<file path="config.mk">
export PLATFORM = sky130hd
export DESIGN_NAME = trimmed_window_average_core
export DESIGN_NICKNAME = d
export VERILOG_FILES = /design/src/hw/rtl/twa_pkg.sv /design/src/hw/rtl/twa_front.sv /design/src/hw/rtl/twa_queue.sv /design/src/hw/rtl/twa_back.sv /design/src/hw/rtl/trimmed_window_average_core.sv
export SDC_FILE = /design/constraint.sdc
export NUM_CORES = 1
export LEC_CHECK = 0
export BUFFER_PORTS_ARGS = -buffer_cell sky130_fd_sc_hd__buf_2
export CORE_ASPECT_RATIO = 1.75
export CORE_UTILIZATION = 30
export DETAILED_ROUTE_END_ITERATION = 10
export PLACE_DENSITY_LB_ADDON = 0.12
export SYNTH_ARGS = -nofsm -noshare
export SYNTH_HDL_FRONTEND = slang
export SYNTH_SLANG_ARGS = --single-unit
export TNS_END_PERCENT = 100
</file>
<file path="constraint.sdc">
create_clock -name i_clk -period 14.5 [get_ports i_clk]
set_clock_uncertainty 0.15 [all_clocks]
set_input_delay 1.45 -clock i_clk [delete_from_list [all_inputs] [get_ports i_clk]]
set_output_delay 1.45 -clock i_clk [all_outputs]
set_load 0.02 [all_outputs]
</file>
<file path="src/hw/rtl/twa_pkg.sv">
// Shared types and constants for the trimmed window average block.
`timescale 1ns / 1ps

package twa_pkg;

    localparam int SAMPLE_W = 16;

    typedef logic signed [SAMPLE_W-1:0] t_sample;

    typedef enum logic [2:0] {
        ST_IDLE,
        ST_SCAN,
        ST_TRIM,
        ST_DIV,
        ST_OUT
    } t_back_state;

endpackage

</file>
<file path="src/hw/rtl/twa_front.sv">
// Front end: takes sample requests, keeps the sample history, forms each window.
`timescale 1ns / 1ps

module twa_front #(
    parameter int WINDOW = 8
) (
    input  logic                                    i_clk,
    input  logic                                    i_rst_n,
    input  logic                                    i_sample_valid,
    input  twa_pkg::t_sample                        i_sample_in,
    output logic                                    o_sample_stall,
    input  logic                                    i_queue_full,
    output logic                                    o_push,
    output logic [WINDOW-1:0][twa_pkg::SAMPLE_W-1:0] o_window
);
    import twa_pkg::*;

    logic [WINDOW-2:0][SAMPLE_W-1:0] r_hist;
    logic [WINDOW-2:0][SAMPLE_W-1:0] n_hist;
    logic                            accept;

    assign o_sample_stall = i_queue_full;
    assign accept         = i_sample_valid & ~i_queue_full;
    assign o_push         = accept;
    // entry 0 is the new sample, then history newest first
    assign o_window       = {r_hist, i_sample_in};

    always_comb begin
        n_hist = r_hist;
        if (accept) begin
            n_hist = {r_hist[WINDOW-3:0], i_sample_in};
        end
    end

    always_ff @(posedge i_clk) begin
        if (!i_rst_n) begin
            r_hist <= '0;
        end else begin
            r_hist <= n_hist;
        end
    end

endmodule

</file>
<file path="src/hw/rtl/twa_queue.sv">
// Two-entry window queue between the front end and the back end.
`timescale 1ns / 1ps

module twa_queue #(
    parameter int DATA_W = 128
) (
    input  logic              i_clk,
    input  logic              i_rst_n,
    input  logic              i_push,
    input  logic [DATA_W-1:0] i_data,
    output logic              o_full,
    input  logic              i_pop,
    output logic              o_valid,
    output logic [DATA_W-1:0] o_data
);
    localparam int DEPTH = 2;
    localparam int PTR_W = $clog2(DEPTH);
    localparam int CNT_W = $clog2(DEPTH + 1);

    logic [DATA_W-1:0] r_mem [DEPTH];
    logic [PTR_W-1:0]  r_wr, n_wr;
    logic [PTR_W-1:0]  r_rd, n_rd;
    logic [CNT_W-1:0]  r_count, n_count;
    logic              do_push;
    logic              do_pop;

    assign o_full  = (r_count == CNT_W'(DEPTH));
    assign o_valid = (r_count != '0);
    assign o_data  = r_mem[r_rd];
    assign do_push = i_push & ~o_full;
    assign do_pop  = i_pop & o_valid;

    always_comb begin
        n_wr    = r_wr;
        n_rd    = r_rd;
        n_count = r_count;
        if (do_push) begin
            n_wr = (r_wr == PTR_W'(DEPTH - 1)) ? '0 : r_wr + 1'b1;
        end
        if (do_pop) begin
            n_rd = (r_rd == PTR_W'(DEPTH - 1)) ? '0 : r_rd + 1'b1;
        end
        if (do_push && !do_pop) begin
            n_count = r_count + 1'b1;
        end else if (do_pop && !do_push) begin
            n_count = r_count - 1'b1;
        end
    end

    always_ff @(posedge i_clk) begin
        if (!i_rst_n) begin
            r_wr    <= '0;
            r_rd    <= '0;
            r_count <= '0;
        end else begin
            r_wr    <= n_wr;
            r_rd    <= n_rd;
            r_count <= n_count;
        end
    end

    always_ff @(posedge i_clk) begin
        if (do_push) begin
            r_mem[r_wr] <= i_data;
        end
    end

endmodule

</file>
<file path="src/hw/rtl/twa_back.sv">
// Back end: scans a window for sum, max and min, trims, divides, holds the result.
`timescale 1ns / 1ps

module twa_back #(
    parameter int WINDOW = 8
) (
    input  logic                                    i_clk,
    input  logic                                    i_rst_n,
    input  logic                                    i_valid,
    input  logic [WINDOW-1:0][twa_pkg::SAMPLE_W-1:0] i_window,
    output logic                                    o_pop,
    output logic                                    o_average_valid,
    output twa_pkg::t_sample                        o_average_out,
    input  logic                                    i_average_stall
);
    import twa_pkg::*;

    localparam int SUM_W   = $clog2(WINDOW) + SAMPLE_W;
    localparam int MAG_W   = SUM_W - 1;
    localparam int CNT_W   = $clog2(WINDOW + 1);
    // exact reciprocal for division of a MAG_W-bit magnitude by WINDOW - 2
    localparam int DIV_SH  = $clog2(WINDOW - 2);
    localparam int RECIP_W = MAG_W + 1;
    localparam int PROD_W  = MAG_W + RECIP_W;
    localparam longint RECIP_L = ((longint'(1) << (MAG_W + DIV_SH)) + longint'(WINDOW - 3))
                               / longint'(WINDOW - 2);
    localparam logic [RECIP_W-1:0] RECIP = RECIP_W'(RECIP_L);
    localparam t_sample SAMPLE_MIN = {1'b1, {(SAMPLE_W - 1){1'b0}}};
    localparam t_sample SAMPLE_MAX = {1'b0, {(SAMPLE_W - 1){1'b1}}};

    t_back_state                     r_state, n_state;
    logic [CNT_W-1:0]                r_cnt, n_cnt;
    logic [WINDOW-1:0][SAMPLE_W-1:0] r_win, n_win;
    logic signed [SUM_W-1:0]         r_sum, n_sum;
    t_sample                         r_hi, n_hi;
    t_sample                         r_lo, n_lo;
    logic                            r_neg, n_neg;
    logic [MAG_W-1:0]                r_mag, n_mag;
    t_sample                         r_avg, n_avg;

    t_sample                 v;
    logic signed [SUM_W-1:0] v_ext;
    logic signed [SUM_W:0]   trim_wide;
    logic [SUM_W:0]          mag_wide;
    logic [PROD_W-1:0]       prod;
    logic [MAG_W-1:0]        quo_div;
    logic [MAG_W-1:0]        quo_neg;

    assign v         = t_sample'(r_win[0]);
    assign v_ext     = $signed({{(SUM_W - SAMPLE_W){v[SAMPLE_W-1]}}, v});
    assign trim_wide = $signed({r_sum[SUM_W-1], r_sum})
                     - $signed({{(SUM_W + 1 - SAMPLE_W){r_hi[SAMPLE_W-1]}}, r_hi})
                     - $signed({{(SUM_W + 1 - SAMPLE_W){r_lo[SAMPLE_W-1]}}, r_lo});
    assign mag_wide  = trim_wide[SUM_W] ? (SUM_W + 1)'(-trim_wide)
                                        : (SUM_W + 1)'(trim_wide);
    assign prod      = PROD_W'(r_mag) * PROD_W'(RECIP);
    assign quo_div   = MAG_W'(prod >> (MAG_W + DIV_SH));
    assign quo_neg   = '0 - quo_div;

    assign o_average_valid = (r_state == ST_OUT);
    assign o_average_out   = r_avg;

    always_comb begin
        n_state = r_state;
        n_cnt   = r_cnt;
        n_win   = r_win;
        n_sum   = r_sum;
        n_hi    = r_hi;
        n_lo    = r_lo;
        n_neg   = r_neg;
        n_mag   = r_mag;
        n_avg   = r_avg;
        o_pop   = 1'b0;
        unique case (r_state)
            ST_IDLE: begin
                o_pop = i_valid;
                if (i_valid) begin
                    n_win   = i_window;
                    n_sum   = '0;
                    n_hi    = SAMPLE_MIN;
                    n_lo    = SAMPLE_MAX;
                    n_cnt   = CNT_W'(WINDOW);
                    n_state = ST_SCAN;
                end
            end
            ST_SCAN: begin
                n_sum = r_sum + v_ext;
                if (v > r_hi) begin
                    n_hi = v;
                end
                if (v < r_lo) begin
                    n_lo = v;
                end
                n_win = {{SAMPLE_W{1'b0}}, r_win[WINDOW-1:1]};
                n_cnt = r_cnt - 1'b1;
                if (r_cnt == CNT_W'(1)) begin
                    n_state = ST_TRIM;
                end
            end
            ST_TRIM: begin
                n_neg   = trim_wide[SUM_W];
                n_mag   = mag_wide[MAG_W-1:0];
                n_state = ST_DIV;
            end
            ST_DIV: begin
                n_avg   = r_neg ? t_sample'(quo_neg[SAMPLE_W-1:0])
                                : t_sample'(quo_div[SAMPLE_W-1:0]);
                n_state = ST_OUT;
            end
            ST_OUT: begin
                if (!i_average_stall) begin
                    n_state = ST_IDLE;
                end
            end
            default: begin
                n_state = ST_IDLE;
            end
        endcase
    end

    always_ff @(posedge i_clk) begin
        if (!i_rst_n) begin
            r_state <= ST_IDLE;
            r_cnt   <= '0;
        end else begin
            r_state <= n_state;
            r_cnt   <= n_cnt;
        end
    end

    always_ff @(posedge i_clk) begin
        r_win <= n_win;
        r_sum <= n_sum;
        r_hi  <= n_hi;
        r_lo  <= n_lo;
        r_neg <= n_neg;
        r_mag <= n_mag;
        r_avg <= n_avg;
    end

    a_cnt_live: assert property (@(posedge i_clk) disable iff (!i_rst_n)
        r_state == ST_SCAN |-> r_cnt != '0)
        else $error("step count ran out inside scan");

    a_pop_starts_scan: assert property (@(posedge i_clk) disable iff (!i_rst_n)
        o_pop |=> (r_state == ST_SCAN && r_cnt == CNT_W'(WINDOW)))
        else $error("pop did not start a full window scan");

    a_hi_ge_lo: assert property (@(posedge i_clk) disable iff (!i_rst_n)
        r_state == ST_TRIM |-> r_hi >= r_lo)
        else $error("window max below window min");

    a_out_hold: assert property (@(posedge i_clk) disable iff (!i_rst_n)
        (o_average_valid && i_average_stall) |=> (o_average_valid && $stable(o_average_out)))
        else $error("stalled result changed or dropped");

endmodule

</file>
<file path="src/hw/rtl/trimmed_window_average_core.sv">
// Top level of the trimmed window average filter.
//
// Usage:
//   Sample channel: i_sample_valid / i_sample_in in, o_sample_stall out.
//   A request is taken at a clock edge with valid high and stall low.
//   Result channel: o_average_valid / o_average_out out, i_average_stall in.
//   Each sample gives one result: the mean of the WINDOW newest samples with
//   one largest and one smallest value dropped, truncated toward zero.
//   The window of each request is pushed into the queue; the back end pops
//   it when idle, scans one window entry per cycle, trims, divides by a
//   reciprocal multiply and holds the result until it is taken. It takes a
//   new window only after its last result is taken.
//   A two-entry queue holds windows, so new samples are taken while a result
//   waits; o_sample_stall rises only when that queue is full.
//   Reset (synchronous, active low) zeroes the sample history and empties
//   the queue; the first windows are padded with zeros.
//   While i_average_stall is high the result stays valid and unchanged.
`timescale 1ns / 1ps

module trimmed_window_average_core #(
    parameter int WINDOW = 8
) (
    input  logic             i_clk,
    input  logic             i_rst_n,
    input  logic             i_sample_valid,
    input  twa_pkg::t_sample i_sample_in,
    output logic             o_sample_stall,
    output logic             o_average_valid,
    output twa_pkg::t_sample o_average_out,
    input  logic             i_average_stall
);
    import twa_pkg::*;

    localparam int WIN_W = WINDOW * SAMPLE_W;

    logic                            push;
    logic                            q_full;
    logic                            q_valid;
    logic                            pop;
    logic [WINDOW-1:0][SAMPLE_W-1:0] push_window;
    logic [WIN_W-1:0]                pop_data;

    twa_front #(
        .WINDOW (WINDOW)
    ) u_front (
        .i_clk          (i_clk),
        .i_rst_n        (i_rst_n),
        .i_sample_valid (i_sample_valid),
        .i_sample_in    (i_sample_in),
        .o_sample_stall (o_sample_stall),
        .i_queue_full   (q_full),
        .o_push         (push),
        .o_window       (push_window)
    );

    twa_queue #(
        .DATA_W (WIN_W)
    ) u_queue (
        .i_clk   (i_clk),
        .i_rst_n (i_rst_n),
        .i_push  (push),
        .i_data  (push_window),
        .o_full  (q_full),
        .i_pop   (pop),
        .o_valid (q_valid),
        .o_data  (pop_data)
    );

    twa_back #(
        .WINDOW (WINDOW)
    ) u_back (
        .i_clk           (i_clk),
        .i_rst_n         (i_rst_n),
        .i_valid         (q_valid),
        .i_window        (pop_data),
        .o_pop           (pop),
        .o_average_valid (o_average_valid),
        .o_average_out   (o_average_out),
        .i_average_stall (i_average_stall)
    );

endmodule

</file>
==> reports/qor.txt <==
Clk sink count: 594
DR iter-0 viols: 790
Reg2reg setup slack: 7.17 ns
Placer Congestion: 0.802
Synth async-reset ratio: 0%
Per-cell routed wire length: 17.8 um
DPL Wire Length: 47500 um
Most common cell after layout, fill and taps aside: edfxtp_1
Ranking of synthesized cells by area: edfxtp_1, ha_1, fa_1, dfxtp_1, nand2_1
WHS Path Cells: 0
Hold EP: u_queue.r_mem[1][116]$_DFFE_PP_
Detailed Routing Iterations Pass 1: 5
Setup crit end kind: register
R2R Path End: u_back.o_average_out[13]$_DFFE_PP_
IO Port Bufs: 37
N_diodes: 0
Total Nets Final: 2973
Num CTS Buffers: 57
Data arrival, critical path: 7.55 ns
Cts repair resizes: 0
Syn Inst Count: 2571
Crit start category: register
Status: finished clean
# hold bufs at CTS: 0
#FFs+latches synth: 594
Syn nets: 2952
WHS: 0.293 ns
Clock tree buffer depth: 3
Min-Delay Path Class: reg -> reg
Initial core utilization: 30.4%
Sequential area share after synthesis: 53.4%
Cell row count: 155
Req. time, crit path: 14.72 ns
Slew HR: 20.5%
Vias in the first global route: 20152
Post CTS Setup Buffer Count: 0
Hold Path Origin: u_front.o_window[116]$_SDFFE_PN0P_
Layout area overhead: 11.9%
CTS tree: done
Via/cell ratio: 4.63
Final worst slack: 7.17 ns
Slowest cell on crit path: fa_1
CTS root buffer: clkbuf_16
CP cell instances: ha_1 > fa_1 > inv_1 > fa_1 > fa_1 > inv_1 > fa_1 > inv_1 > fa_1 > inv_1 > ha_1 > nand4_1 > or3_1 > nor3_2 > a21oi_2 > a311oi_1 > or2_1 > xor2_1 > or4b_1 > o41ai_2 > xnor2_1
Htree depth: 2
Synth cell types: 74
Crit path max fanout: 10
All-Layer GR Usage: 13.8%
Total number of vias: 18416
RSZ-0062 raised after global routing: false
Crit-path max cell delay: 0.56 ns
Die width: 245 um
Final Max Tran Viols: 0
Most frequent cells in the layout: edfxtp_1, nand2_1, inv_1, ha_1, o21ai_0
CTS clk-pin slew, worst paths: 0.07 ns
Measured slew at the worst slew-check pin: 1.19 ns
Number of flops mapped to enable cells by yosys: 470
Grt ovf: 0
Initial antenna violation count: 4
Avg Inst Size Synth: 12.1 um^2
Final Hold Viols: 0
# IOs: 38
Critical path type: reg -> reg
R2R Path Start: u_back.r_mag[5]$_DFFE_PN_
CP dominant cell by count: fa_1
Pre-CTS setup slack: 7.17 ns
Setup-failing EPs final: 0
Path depth of the worst reg2reg path: 21
Drt drc: 0
ANT nets after route: 0
Synthesized area: 31100 um^2
Clock Latency Late Sink: 0.64 ns
Post-Route WL: 70800 um
Minimum clock period: 7.33 ns
Leading area contributor after synthesis: edfxtp_1
Max-Cap Viols: 0
Die area: 105000 um^2
Layout cell share with drive strength beyond 1: 6.52%
CORE AREA: 102000 um^2
Setup TNS: 0 ns
First-pass GRT wire length: 112000 um
Yosys warnings: 0
Largest net degree at the start of global routing: 96
Max frequency: 137 MHz
Post-synth top area share: 45.4%
Ys flop type: edfxtp_1
Period utilisation layout: 50.5%
Die height: 428 um
==> state kept, by name, summed over array words and instances, names as in the netlist, 4 cells and up, named ones only <==
name / count
u_back.o_average_out: 16
u_back.r_cnt: 4
u_back.r_hi: 16
u_back.r_lo: 16
u_back.r_mag: 18
u_back.r_sum: 19
u_back.r_win: 112
u_back.v: 16
u_front.o_window: 112
u_queue.r_mem: 256
==> how the worst max path moves through the flow <==
stage,startpoint,depth (start not counted),endpoint
after CTS,u_back.r_mag[5]$_DFFE_PN_,21,u_back.o_average_out[13]$_DFFE_PP_
final,u_back.r_mag[5]$_DFFE_PN_,21,u_back.o_average_out[13]$_DFFE_PP_
after floorplan,i_sample_valid,3,u_queue.r_mem[0][0]$_DFFE_PP_
after global placement,u_back.r_mag[5]$_DFFE_PN_,21,u_back.o_average_out[13]$_DFFE_PP_
after detailed placement,u_back.r_mag[5]$_DFFE_PN_,21,u_back.o_average_out[13]$_DFFE_PP_
after global routing,u_back.r_mag[5]$_DFFE_PN_,21,u_back.o_average_out[13]$_DFFE_PP_
==> layout make-up <==
type	count	area [um^2]
fill	10119	67500
sequential	594	16600
multi-input combinational	1599	13100
tap	1334	1670
clock buffer	82	1660
inverter	285	1070
clock inverter	25	343
timing repair buffer	55	323
==> critical path, delay by kind of cell (launching register included) <==
| kind | cells | cell delay, ns |
|---|---|---|
| simple gates | 5 | 1.54 |
| compound gates | 3 | 0.90 |
| flops | 1 | 0.52 |
| buf+inv | 4 | 0.22 |
| fa+ha+maj | 7 | 3.51 |
| xor+xnor | 2 | 0.22 |
==> stage by stage <==
step                instances  area [um^2]  utilization (%)
detailed placement       3867        32700             32.0
finish                   3974        34700             34.0
global placement         3867        32700             32.0
floorplan                2571        31100                -
CTS                      3974        34700             34.0
global route             3974        34700             34.0
==> synth_stat cells, types with 13 or more instances <==
| cell | count |
|---|---|
| a21boi_0 | 113 |
| xor2_1 | 25 |
| or3_1 | 13 |
| nor3_1 | 19 |
| and2_1 | 31 |
| clkbuf_1 | 86 |
| a21o_1 | 31 |
| o21ai_0 | 148 |
| nand2b_1 | 27 |
| fa_1 | 128 |
| inv_1 | 284 |
| edfxtp_1 | 470 |
| nand2_1 | 370 |
| xnor2_1 | 57 |
| ha_1 | 233 |
| a21oi_1 | 46 |
| mux2i_1 | 128 |
| nor2_1 | 53 |
| o21a_1 | 16 |
| dfxtp_1 | 124 |
==> kinds of logic (layout without fill, tap and decap cells) <==
group	Yosys count	count (layout)	share of synthesized area, %
AO/OA/AOI/OAI	446	446	9.51
XOR/XNOR	82	82	2.31
adder cells (fa/ha/maj)	361	361	17.6
buffers and inverters	378	447	4.61
flip-flops	594	594	53.4
multiplexers	128	128	4.13
AND/OR/NAND/NOR	582	582	8.37
==> per-layer routing <==
metal / wire length, um / share of wire, % / global-route usage (%)
met1: 26400 / 37 / 13.8
met2: 39800 / 56 / 28.0
met3: 1710 / 2.4 / 1.78
met4: 2810 / 4.0 / 5.85
met5: 23 / 0.033 / 0
Power is left out: the tool's default activity adds up to more than one toggle a clock period on the data nets, which glitch-free logic cannot reach.
